### config.mk
export PLATFORM = sky130hd
export DESIGN_NAME = ft12_frame_receiver_fcb_unit_flat
export DESIGN_NICKNAME = d
export VERILOG_FILES = /design/src/design/ft12_pkg.sv /design/src/design/ft12_if.sv /design/src/design/ft12_in_stage.sv /design/src/design/ft12_frame_fsm.sv /design/src/design/ft12_fcb_check.sv /design/src/design/ft12_frame_receiver_fcb_unit.sv /design/src/flat_wrapper.sv
export SDC_FILE = /design/constraint.sdc
export NUM_CORES = 1
export LEC_CHECK = 0
export BUFFER_PORTS_ARGS = -buffer_cell sky130_fd_sc_hd__buf_4
export CAP_MARGIN = 25
export CORE_MARGIN = 1.5
export CORE_UTILIZATION = 25
export DETAILED_ROUTE_END_ITERATION = 10
export MAX_ROUTING_LAYER = met4
export SETUP_SLACK_MARGIN = 0.2
export SLEW_MARGIN = 20
export SYNTH_ARGS = -nofsm -noshare
export SYNTH_HDL_FRONTEND = slang
export SYNTH_HIERARCHICAL = 1
export SYNTH_SLANG_ARGS = --single-unit
export TNS_END_PERCENT = 30
### constraint.sdc
create_clock -name clk -period 5.1 [get_ports clk]
set_input_delay 0.765 -clock clk [delete_from_list [all_inputs] [get_ports clk]]
set_output_delay 0.765 -clock clk [all_outputs]
set_load 0.02 [all_outputs]
### src/design/ft12_pkg.sv
`timescale 1ns / 1ps
// ----------------------------------------------------------------------------
// ft12_pkg
// Shared constants and types for the FT1.2 variable frame receiver.
// ----------------------------------------------------------------------------
package ft12_pkg;

    // Frame octets and control bits
    localparam logic [7:0] START_OCTET    = 8'h68;
    localparam logic [7:0] END_OCTET      = 8'h16;
    localparam logic [7:0] BROADCAST_ADDR = 8'hFF;
    localparam int CTRL_PRM_BIT = 6;
    localparam int CTRL_FCB_BIT = 5;
    localparam int CTRL_FCV_BIT = 4;

    // Reset value of the link address register
    localparam logic [7:0] LINK_ADDR_RESET = 8'h01;

    // Error codes, lowest nonzero wins
    localparam logic [2:0] ERR_OK       = 3'd0;
    localparam logic [2:0] ERR_BAD_END  = 3'd1;
    localparam logic [2:0] ERR_ADDR     = 3'd2;
    localparam logic [2:0] ERR_NOT_PRM  = 3'd3;
    localparam logic [2:0] ERR_CHECKSUM = 3'd4;
    localparam logic [2:0] ERR_BAD_LEN  = 3'd5;

    // Completed frame as seen by the frame parser
    typedef struct packed {
        logic       done;
        logic [2:0] error_code;
        logic [7:0] control;
        logic [7:0] address;
        logic [7:0] length;
    } frame_info_t;

endpackage

### src/design/ft12_if.sv
`timescale 1ns / 1ps
// ----------------------------------------------------------------------------
// ft12_byte_if / ft12_result_if
// Valid/ready channels for received octets and for frame results.
// ----------------------------------------------------------------------------
interface ft12_byte_if;
    logic       valid;
    logic       ready;
    logic [7:0] rx_byte;

    modport source (output valid, output rx_byte, input ready);
    modport sink   (input valid, input rx_byte, output ready);
endinterface

interface ft12_result_if;
    logic       valid;
    logic       ready;
    logic       frame_ok;
    logic [2:0] error_code;
    logic [7:0] control_byte;
    logic [7:0] link_addr_seen;
    logic [7:0] frame_length;
    logic       fcb_accept;

    modport source (output valid, output frame_ok, output error_code,
                    output control_byte, output link_addr_seen,
                    output frame_length, output fcb_accept, input ready);
    modport sink   (input valid, input frame_ok, input error_code,
                    input control_byte, input link_addr_seen,
                    input frame_length, input fcb_accept, output ready);
endinterface

### src/design/ft12_in_stage.sv
`timescale 1ns / 1ps
// ----------------------------------------------------------------------------
// ft12_in_stage
// Input register: holds one received octet until the parser consumes it.
// ----------------------------------------------------------------------------
module ft12_in_stage
    import ft12_pkg::*;
(
    input  logic       clk,
    input  logic       rst_n,
    input  logic       in_valid,
    input  logic [7:0] in_byte,
    output logic       in_ready,
    input  logic       advance,
    output logic       byte_valid,
    output logic [7:0] byte_data
);

    logic       valid_reg;
    logic       valid_next;
    logic [7:0] byte_reg;

    // Free when empty or when the held octet is consumed this cycle
    assign in_ready = !valid_reg || advance;

    always_comb
    begin
        valid_next = valid_reg;
        if (in_valid && in_ready)
        begin
            valid_next = 1'b1;
        end
        else if (advance)
        begin
            valid_next = 1'b0;
        end
    end

    always_ff @(posedge clk or negedge rst_n)
    begin
        if (!rst_n)
        begin
            valid_reg <= 1'b0;
        end
        else
        begin
            valid_reg <= valid_next;
        end
    end

    // Payload, no reset
    always_ff @(posedge clk)
    begin
        if (in_valid && in_ready)
        begin
            byte_reg <= in_byte;
        end
    end

    assign byte_valid = valid_reg;
    assign byte_data  = byte_reg;

endmodule

### src/design/ft12_frame_fsm.sv
`timescale 1ns / 1ps
// ----------------------------------------------------------------------------
// ft12_frame_fsm
// Frame parser: hunts for the start octet, tracks the length, sums control,
// address and user data, and grades the frame at the end octet (or at once for a length below two).
// ----------------------------------------------------------------------------
module ft12_frame_fsm
    import ft12_pkg::*;
(
    input  logic        clk,
    input  logic        rst_n,
    input  logic        fire,
    input  logic [7:0]  rx_byte,
    input  logic [7:0]  link_address,
    output frame_info_t info
);

    // Parser phases
    localparam logic [3:0] PH_HUNT   = 4'd0;
    localparam logic [3:0] PH_LEN    = 4'd1;
    localparam logic [3:0] PH_LEN2   = 4'd2;
    localparam logic [3:0] PH_START2 = 4'd3;
    localparam logic [3:0] PH_CTRL   = 4'd4;
    localparam logic [3:0] PH_ADDR   = 4'd5;
    localparam logic [3:0] PH_DATA   = 4'd6;
    localparam logic [3:0] PH_CSUM   = 4'd7;
    localparam logic [3:0] PH_END    = 4'd8;

    logic [3:0] phase_reg,   phase_next;
    logic [7:0] count_reg,   count_next;
    logic [7:0] length_reg,  length_next;
    logic [7:0] sum_reg,     sum_next;
    logic [7:0] control_reg, control_next;
    logic [7:0] address_reg, address_next;
    logic [7:0] csum_reg,    csum_next;
    logic [7:0] count_dec;
    logic [7:0] data_count;
    logic [7:0] sum_add;

    assign count_dec  = count_reg - 8'd1;
    assign data_count = length_reg - 8'd2;
    assign sum_add    = sum_reg + rx_byte;

    // Next state and frame grading for the octet in the input register
    always_comb
    begin
        phase_next   = phase_reg;
        count_next   = count_reg;
        length_next  = length_reg;
        sum_next     = sum_reg;
        control_next = control_reg;
        address_next = address_reg;
        csum_next    = csum_reg;
        info.done       = 1'b0;
        info.error_code = ERR_OK;
        info.control    = control_reg;
        info.address    = address_reg;
        info.length     = length_reg;

        case (phase_reg)
            PH_HUNT:
            begin
                if (rx_byte == START_OCTET)
                begin
                    phase_next = PH_LEN;
                end
            end
            PH_LEN:
            begin
                length_next = rx_byte;
                if (rx_byte < 8'd2)
                begin
                    // too short to hold control and address
                    info.done       = 1'b1;
                    info.error_code = ERR_BAD_LEN;
                    info.control    = 8'd0;
                    info.address    = 8'd0;
                    info.length     = rx_byte;
                    phase_next      = PH_HUNT;
                end
                else
                begin
                    phase_next = PH_LEN2;
                end
            end
            PH_LEN2:
            begin
                phase_next = PH_START2;
            end
            PH_START2:
            begin
                phase_next = PH_CTRL;
            end
            PH_CTRL:
            begin
                control_next = rx_byte;
                sum_next     = rx_byte;
                phase_next   = PH_ADDR;
            end
            PH_ADDR:
            begin
                address_next = rx_byte;
                sum_next     = sum_add;
                count_next   = data_count;
                phase_next   = (data_count == 8'd0) ? PH_CSUM : PH_DATA;
            end
            PH_DATA:
            begin
                sum_next   = sum_add;
                count_next = count_dec;
                if (count_dec == 8'd0)
                begin
                    phase_next = PH_CSUM;
                end
            end
            PH_CSUM:
            begin
                csum_next  = rx_byte;
                phase_next = PH_END;
            end
            PH_END:
            begin
                info.done = 1'b1;
                if (rx_byte != END_OCTET)
                begin
                    info.error_code = ERR_BAD_END;
                end
                else if (address_reg != BROADCAST_ADDR && address_reg != link_address)
                begin
                    info.error_code = ERR_ADDR;
                end
                else if (!control_reg[CTRL_PRM_BIT])
                begin
                    info.error_code = ERR_NOT_PRM;
                end
                else if (sum_reg != csum_reg)
                begin
                    info.error_code = ERR_CHECKSUM;
                end
                count_next = 8'd0;
                phase_next = PH_HUNT;
            end
            default:
            begin
                phase_next = PH_HUNT;
            end
        endcase

        // Nothing to report without an octet
        if (!fire)
        begin
            info.done = 1'b0;
        end
    end

    always_ff @(posedge clk or negedge rst_n)
    begin
        if (!rst_n)
        begin
            phase_reg   <= PH_HUNT;
            count_reg   <= 8'd0;
            length_reg  <= 8'd0;
            sum_reg     <= 8'd0;
            control_reg <= 8'd0;
            address_reg <= 8'd0;
            csum_reg    <= 8'd0;
        end
        else if (fire)
        begin
            phase_reg   <= phase_next;
            count_reg   <= count_next;
            length_reg  <= length_next;
            sum_reg     <= sum_next;
            control_reg <= control_next;
            address_reg <= address_next;
            csum_reg    <= csum_next;
        end
    end

endmodule

### src/design/ft12_fcb_check.sv
`timescale 1ns / 1ps
// ----------------------------------------------------------------------------
// ft12_fcb_check
// Frame count bit tracking: decides whether a valid frame is new or repeated.
// ----------------------------------------------------------------------------
module ft12_fcb_check
    import ft12_pkg::*;
(
    input  logic        clk,
    input  logic        rst_n,
    input  frame_info_t info,
    output logic        fcb_accept
);

    logic known_reg,  known_next;
    logic stored_reg, stored_next;
    logic frame_good;
    logic fcb_bit;

    assign frame_good = info.done && (info.error_code == ERR_OK);
    assign fcb_bit    = info.control[CTRL_FCB_BIT];

    // Accept on first frame, on FCV clear, or on a toggled count bit
    always_comb
    begin
        known_next  = known_reg;
        stored_next = stored_reg;
        fcb_accept  = 1'b0;
        if (frame_good)
        begin
            if (!known_reg)
            begin
                known_next  = 1'b1;
                stored_next = fcb_bit;
                fcb_accept  = 1'b1;
            end
            else if (info.control[CTRL_FCV_BIT])
            begin
                if (fcb_bit != stored_reg)
                begin
                    stored_next = fcb_bit;
                    fcb_accept  = 1'b1;
                end
            end
            else
            begin
                fcb_accept = 1'b1;
            end
        end
    end

    always_ff @(posedge clk or negedge rst_n)
    begin
        if (!rst_n)
        begin
            known_reg  <= 1'b0;
            stored_reg <= 1'b0;
        end
        else
        begin
            known_reg  <= known_next;
            stored_reg <= stored_next;
        end
    end

endmodule

### src/design/ft12_frame_receiver_fcb_unit.sv
`timescale 1ns / 1ps
// ----------------------------------------------------------------------------
// ft12_frame_receiver_fcb_unit
// FT1.2 variable frame receiver with frame count bit check.
// ----------------------------------------------------------------------------
// Takes one received octet per cycle on rx while not stalled. Each octet is
// held in an input register, then the parser updates its state and, when a
// frame ends (end octet, or a length below two), a result is written to the
// output register on res. Throughput is one octet per cycle as long as res
// drains; the input side stalls only when a result waits in the output
// register and the next octet is also waiting to be processed. The user
// must write link_address with cfg_we only while no frame is in flight; the
// block does not enforce this. Reset value is 1, and 0xFF is always accepted.
module ft12_frame_receiver_fcb_unit
    import ft12_pkg::*;
(
    input  logic                 clk,
    input  logic                 rst_n,
    ft12_byte_if.sink            rx,
    ft12_result_if.source        res,
    input  logic                 cfg_we,
    input  logic [7:0]           cfg_wdata
);

    logic        byte_valid;
    logic [7:0]  byte_data;
    logic        fire;
    logic        fcb_accept;
    frame_info_t info;

    logic [7:0]  link_addr_reg;
    logic        out_valid_reg, out_valid_next;
    logic [2:0]  err_reg;
    logic [7:0]  ctrl_reg;
    logic [7:0]  addr_reg;
    logic [7:0]  len_reg;
    logic        acc_reg;

    // Process the held octet when the output register can take a result
    assign fire = byte_valid && (!out_valid_reg || res.ready);

    ft12_in_stage u_in_stage (
        .clk        (clk),
        .rst_n      (rst_n),
        .in_valid   (rx.valid),
        .in_byte    (rx.rx_byte),
        .in_ready   (rx.ready),
        .advance    (fire),
        .byte_valid (byte_valid),
        .byte_data  (byte_data)
    );

    ft12_frame_fsm u_frame_fsm (
        .clk          (clk),
        .rst_n        (rst_n),
        .fire         (fire),
        .rx_byte      (byte_data),
        .link_address (link_addr_reg),
        .info         (info)
    );

    ft12_fcb_check u_fcb_check (
        .clk        (clk),
        .rst_n      (rst_n),
        .info       (info),
        .fcb_accept (fcb_accept)
    );

    // Link address register
    always_ff @(posedge clk or negedge rst_n)
    begin
        if (!rst_n)
        begin
            link_addr_reg <= LINK_ADDR_RESET;
        end
        else if (cfg_we)
        begin
            link_addr_reg <= cfg_wdata;
        end
    end

    // Output register valid
    always_comb
    begin
        out_valid_next = out_valid_reg;
        if (fire)
        begin
            out_valid_next = info.done;
        end
        else if (res.ready)
        begin
            out_valid_next = 1'b0;
        end
    end

    always_ff @(posedge clk or negedge rst_n)
    begin
        if (!rst_n)
        begin
            out_valid_reg <= 1'b0;
        end
        else
        begin
            out_valid_reg <= out_valid_next;
        end
    end

    // Output payload
    always_ff @(posedge clk)
    begin
        if (fire && info.done)
        begin
            err_reg  <= info.error_code;
            ctrl_reg <= info.control;
            addr_reg <= info.address;
            len_reg  <= info.length;
            acc_reg  <= fcb_accept;
        end
    end

    assign res.valid          = out_valid_reg;
    assign res.frame_ok       = (err_reg == ERR_OK);
    assign res.error_code     = err_reg;
    assign res.control_byte   = ctrl_reg;
    assign res.link_addr_seen = addr_reg;
    assign res.frame_length   = len_reg;
    assign res.fcb_accept     = acc_reg;

    // A new frame is only accepted by the count bit rule if it passed checks
    a_accept_needs_ok: assert property (@(posedge clk) disable iff (!rst_n)
        res.valid |-> (!res.fcb_accept || res.error_code == ERR_OK))
        else $error("fcb_accept set on a failed frame");

    // Length errors only for lengths below two, with cleared control/address
    a_bad_len_fields: assert property (@(posedge clk) disable iff (!rst_n)
        (res.valid && res.error_code == ERR_BAD_LEN) |->
        (res.frame_length < 8'd2 && res.control_byte == 8'd0
         && res.link_addr_seen == 8'd0))
        else $error("bad length result with unexpected fields");

    // Input stalls only while an octet waits behind a stalled result
    a_stall_cause: assert property (@(posedge clk) disable iff (!rst_n)
        !rx.ready |-> (byte_valid && out_valid_reg && !res.ready))
        else $error("input stalled without a pending result");

    // A result held under backpressure is not replaced
    a_hold_result: assert property (@(posedge clk) disable iff (!rst_n)
        (out_valid_reg && !res.ready) |=> (out_valid_reg && $stable(err_reg)
         && $stable(len_reg)))
        else $error("pending result changed while stalled");

endmodule
### src/flat_wrapper.sv
// flat-port wrapper written by rule: the top's interface ports become plain ports
module ft12_frame_receiver_fcb_unit_flat import ft12_pkg::*;
  (clk, rst_n, cfg_we, cfg_wdata, rx_valid, rx_rx_byte, rx_ready, res_valid, res_frame_ok, res_error_code, res_control_byte, res_link_addr_seen, res_frame_length, res_fcb_accept, res_ready);
  ft12_byte_if rx_i ();
  ft12_result_if res_i ();
  input  logic clk;
  input  logic rst_n;
  input  logic cfg_we;
  input  logic [7:0] cfg_wdata;
  input wire logic [$bits(rx_i.valid)-1:0] rx_valid;
  input wire logic [$bits(rx_i.rx_byte)-1:0] rx_rx_byte;
  output wire logic [$bits(rx_i.ready)-1:0] rx_ready;
  output wire logic [$bits(res_i.valid)-1:0] res_valid;
  output wire logic [$bits(res_i.frame_ok)-1:0] res_frame_ok;
  output wire logic [$bits(res_i.error_code)-1:0] res_error_code;
  output wire logic [$bits(res_i.control_byte)-1:0] res_control_byte;
  output wire logic [$bits(res_i.link_addr_seen)-1:0] res_link_addr_seen;
  output wire logic [$bits(res_i.frame_length)-1:0] res_frame_length;
  output wire logic [$bits(res_i.fcb_accept)-1:0] res_fcb_accept;
  input wire logic [$bits(res_i.ready)-1:0] res_ready;
  assign rx_i.valid = rx_valid;
  assign rx_i.rx_byte = rx_rx_byte;
  assign rx_ready = rx_i.ready;
  assign res_valid = res_i.valid;
  assign res_frame_ok = res_i.frame_ok;
  assign res_error_code = res_i.error_code;
  assign res_control_byte = res_i.control_byte;
  assign res_link_addr_seen = res_i.link_addr_seen;
  assign res_frame_length = res_i.frame_length;
  assign res_fcb_accept = res_i.fcb_accept;
  assign res_i.ready = res_ready;
  ft12_frame_receiver_fcb_unit u_core (.clk(clk), .rst_n(rst_n), .rx(rx_i), .res(res_i), .cfg_we(cfg_we), .cfg_wdata(cfg_wdata));
endmodule
==> flow_metrics.env <==
export IMPL_synth_seq_cells=100
export IMPL_drive_above_1_share_pct=25.26
export IMPL_syn_inst=421
export IMPL_antenna_cells=0
export IMPL_cts_max_path_buffers=2
export IMPL_final_common_cell="dfrtp_1"
export IMPL_hp_class="input pin to asynchronous set/reset pin"
export IMPL_required_ns=5.12
export IMPL_crit_type="flop to flop"
export IMPL_ant_nets=0
export IMPL_drv_slew=0
export IMPL_firstDrtPassIters=4
export IMPL_cts_tree="done"
export IMPL_syn_num_nets=453
export IMPL_nets=502
export IMPL_fin_skew_ns=0.009660
export IMPL_die_area_um2=20860
export IMPL_fp_dieH_um=144.4
export IMPL_layout_worst_path_cycle_share_pct=59.25
export IMPL_hold_viol_final=0
export IMPL_drt_iter0_drc=272
export IMPL_multiInputGateArea_um2=2161
export IMPL_routed_wl_um=11120
export IMPL_worst_path_max_fanout=28
export IMPL_netlist_area_um2=5000
export IMPL_crit_path_end_kind="flop"
export IMPL_reg2reg_depth=7
export IMPL_wl_met2_um=4874
export IMPL_cellPowerDensity_nw_per_um2=514.4
export IMPL_start_util_pct=25.61
export IMPL_rows=51
export IMPL_grt_max_degree=65
export IMPL_r2r_slack_ns=2.08
export IMPL_yosysWarnings=6
export IMPL_syn2layout_area_growth_pct=18.29
export IMPL_fp_dieW_um=144.4
export IMPL_n_fill_cell=2026
export IMPL_dp_cells=724
export IMPL_register_area_um2=2684
export IMPL_grt_overflow=0
export IMPL_antenna_found_initial=0
export IMPL_ys_seq_area_share_pct=53.68
export IMPL_synthArstFlopShare_pct=64.00
export IMPL_cts_resized_gates=0
export IMPL_grt_pass1_vias=3362
export IMPL_max_freq_mhz=330.9
export IMPL_dp_hpwl_um=7966
export IMPL_wl_per_cell_um=15.03
export IMPL_core_um2=19530
export IMPL_drc=0
export IMPL_max_slew_margin_pct=40.10
export IMPL_synth_edf_count=36
export IMPL_grt_pass1_wl_um=17860
export IMPL_tightest_slew_ns=0.8924
export IMPL_power_leakage_uw=0.002379
export IMPL_gp_congestion=0.8156
export IMPL_numPortBuffers=51
export IMPL_m1WireLength_um=5410
export IMPL_rsz0062_at_grt="false"
export IMPL_clk_latency_ns=0.36
export IMPL_viasPerCell=4.614
export IMPL_cts_made_buffers=9
export IMPL_fin_crit_ns=3.022
export IMPL_maxUsedRoutingLayer="met4"
export IMPL_postCtsHoldBufs=0
export IMPL_drv_cap=0
export IMPL_vias=3414
export IMPL_clk_pin_slew_ns=0.07
export IMPL_crit_path_start_kind="flop"
export IMPL_r2r_end="u_core/res.link_addr_seen[2]"
export IMPL_clockRootBuffer="clkbuf_16"
export IMPL_cp_arrival_ns=3.04
export IMPL_clock_sinks=100
export IMPL_post_cts_buffers=0
export IMPL_wl_met3_um=606
export IMPL_finalSetupViolations=0
export IMPL_worstReg2RegStart="u_core/u_in_stage/byte_data[5]"
export IMPL_synth_cell_types=68
export IMPL_ys_flop_type="dfrtp_1"
export IMPL_grt_util_all_layers_pct=11.59
export IMPL_layout_common_cells="dfrtp_1 (63), buf_4 (52), edfxtp_1 (36)"
export IMPL_fin_cells=740
export IMPL_avgSynthCellArea_um2=11.88
export IMPL_vdd_drop_max_v=0.0001732
export IMPL_htreeDepth=3
export IMPL_io_pins=52
export IMPL_status="finished, final reports clean"
export IMPL_setup_tns_ns=0
-- final cells by class --
| type | instances | share of cell area [%] |
|---|---|---|
| clock buffer | 9 | 3.808 |
| inverter | 17 | 1.079 |
| sequential | 100 | 45.38 |
| timing repair buffer | 52 | 6.600 |
| multi-input combinational | 290 | 36.53 |
| tap | 265 | 5.606 |
| clock inverter | 7 | 0.9943 |
-- critical path, cell delays in order, from the launching register on --
cell and delay, ns:
edfxtp_1 0.61, nor3_2 0.35, nand2_2 0.10, or4_4 0.64, a21oi_1 0.34, nand2_1 0.14, nor2b_2 0.14, buf_4 0.34
-- kinds of logic after synthesis --
logic type,count (synthesis),share of synthesized area [%]
AOI/OAI and AO/OA,70,8.734
xor gates and xnor gates,28,4.905
adders and majority gates,11,2.903
buffers and inverters,31,3.153
DFF,100,53.68
muxes,41,9.885
and+or+nand+nor,140,16.74
-- power breakdown --
group / total, uW / internal (uW) / switching, uW / leakage, uW
Sequential: 1360 / 1080 / 280 / 0.00111
Combinational: 1020 / 519 / 498 / 0.00113
Clock: 660 / 339 / 322 / 0.000138
-- worst max path at each step --
stage	end	slack, ns	cells past startpoint	start
finish	u_core/res.link_addr_seen[2]	2.08	7	u_core/u_in_stage/byte_data[5]
detailed placement	u_core/res.control_byte[6]	2.12	7	u_core/u_in_stage/byte_data[5]
floorplan	u_core/res.control_byte[0]	1.57	8	u_core/u_in_stage/byte_data[1]
global route	u_core/res.link_addr_seen[4]	1.97	7	u_core/u_in_stage/byte_data[3]
CTS	u_core/res.link_addr_seen[0]	2.09	7	u_core/u_in_stage/byte_data[5]
global placement	u_core/res.link_addr_seen[2]	2.19	7	u_core/u_in_stage/byte_data[5]
-- metal layers --
layer  global-route usage, %  vias up
met1                   15.69     1684
met2                   16.60       89
met4                   4.785        0
li1                        -     1625
met3                   2.715       16
met5                       -        -
-- synthesized netlist by cell type, types with 6 or more instances --
master | count | area share, %
nand4_1 | 7 | 0.88
mux2_2 | 30 | 6.8
nor2_1 | 26 | 2.0
or4_1 | 6 | 0.90
nand2_1 | 22 | 1.7
and2_1 | 25 | 3.1
edfxtp_1 | 36 | 22
dfrtp_1 | 63 | 32
ha_1 | 10 | 2.5
nand3_1 | 6 | 0.60
nor3_1 | 9 | 0.90
clkbuf_1 | 6 | 0.45
xnor2_1 | 16 | 2.8
mux2_4 | 9 | 2.7
o21ai_0 | 19 | 1.9
a21oi_1 | 19 | 1.9
inv_1 | 17 | 1.3
xor2_1 | 12 | 2.1
-- per-stage QoR --
step	area [um2]	power, uW	hold WS, ns	setup slack, ns	utilization, %
2_1_floorplan	5000	2112	0.4393	1.570	-
3_3_place_gp	5630	2350	0.4525	2.191	28.84
3_5_place_dp	5630	2391	0.4792	2.122	28.84
4_1_cts	5914	3059	0.4980	2.093	30.29
5_1_grt	5914	3253	0.5104	1.971	30.29
6_report	5914	3042	0.4993	2.078	30.29
Note: power is estimated with default switching activity, not from simulation.
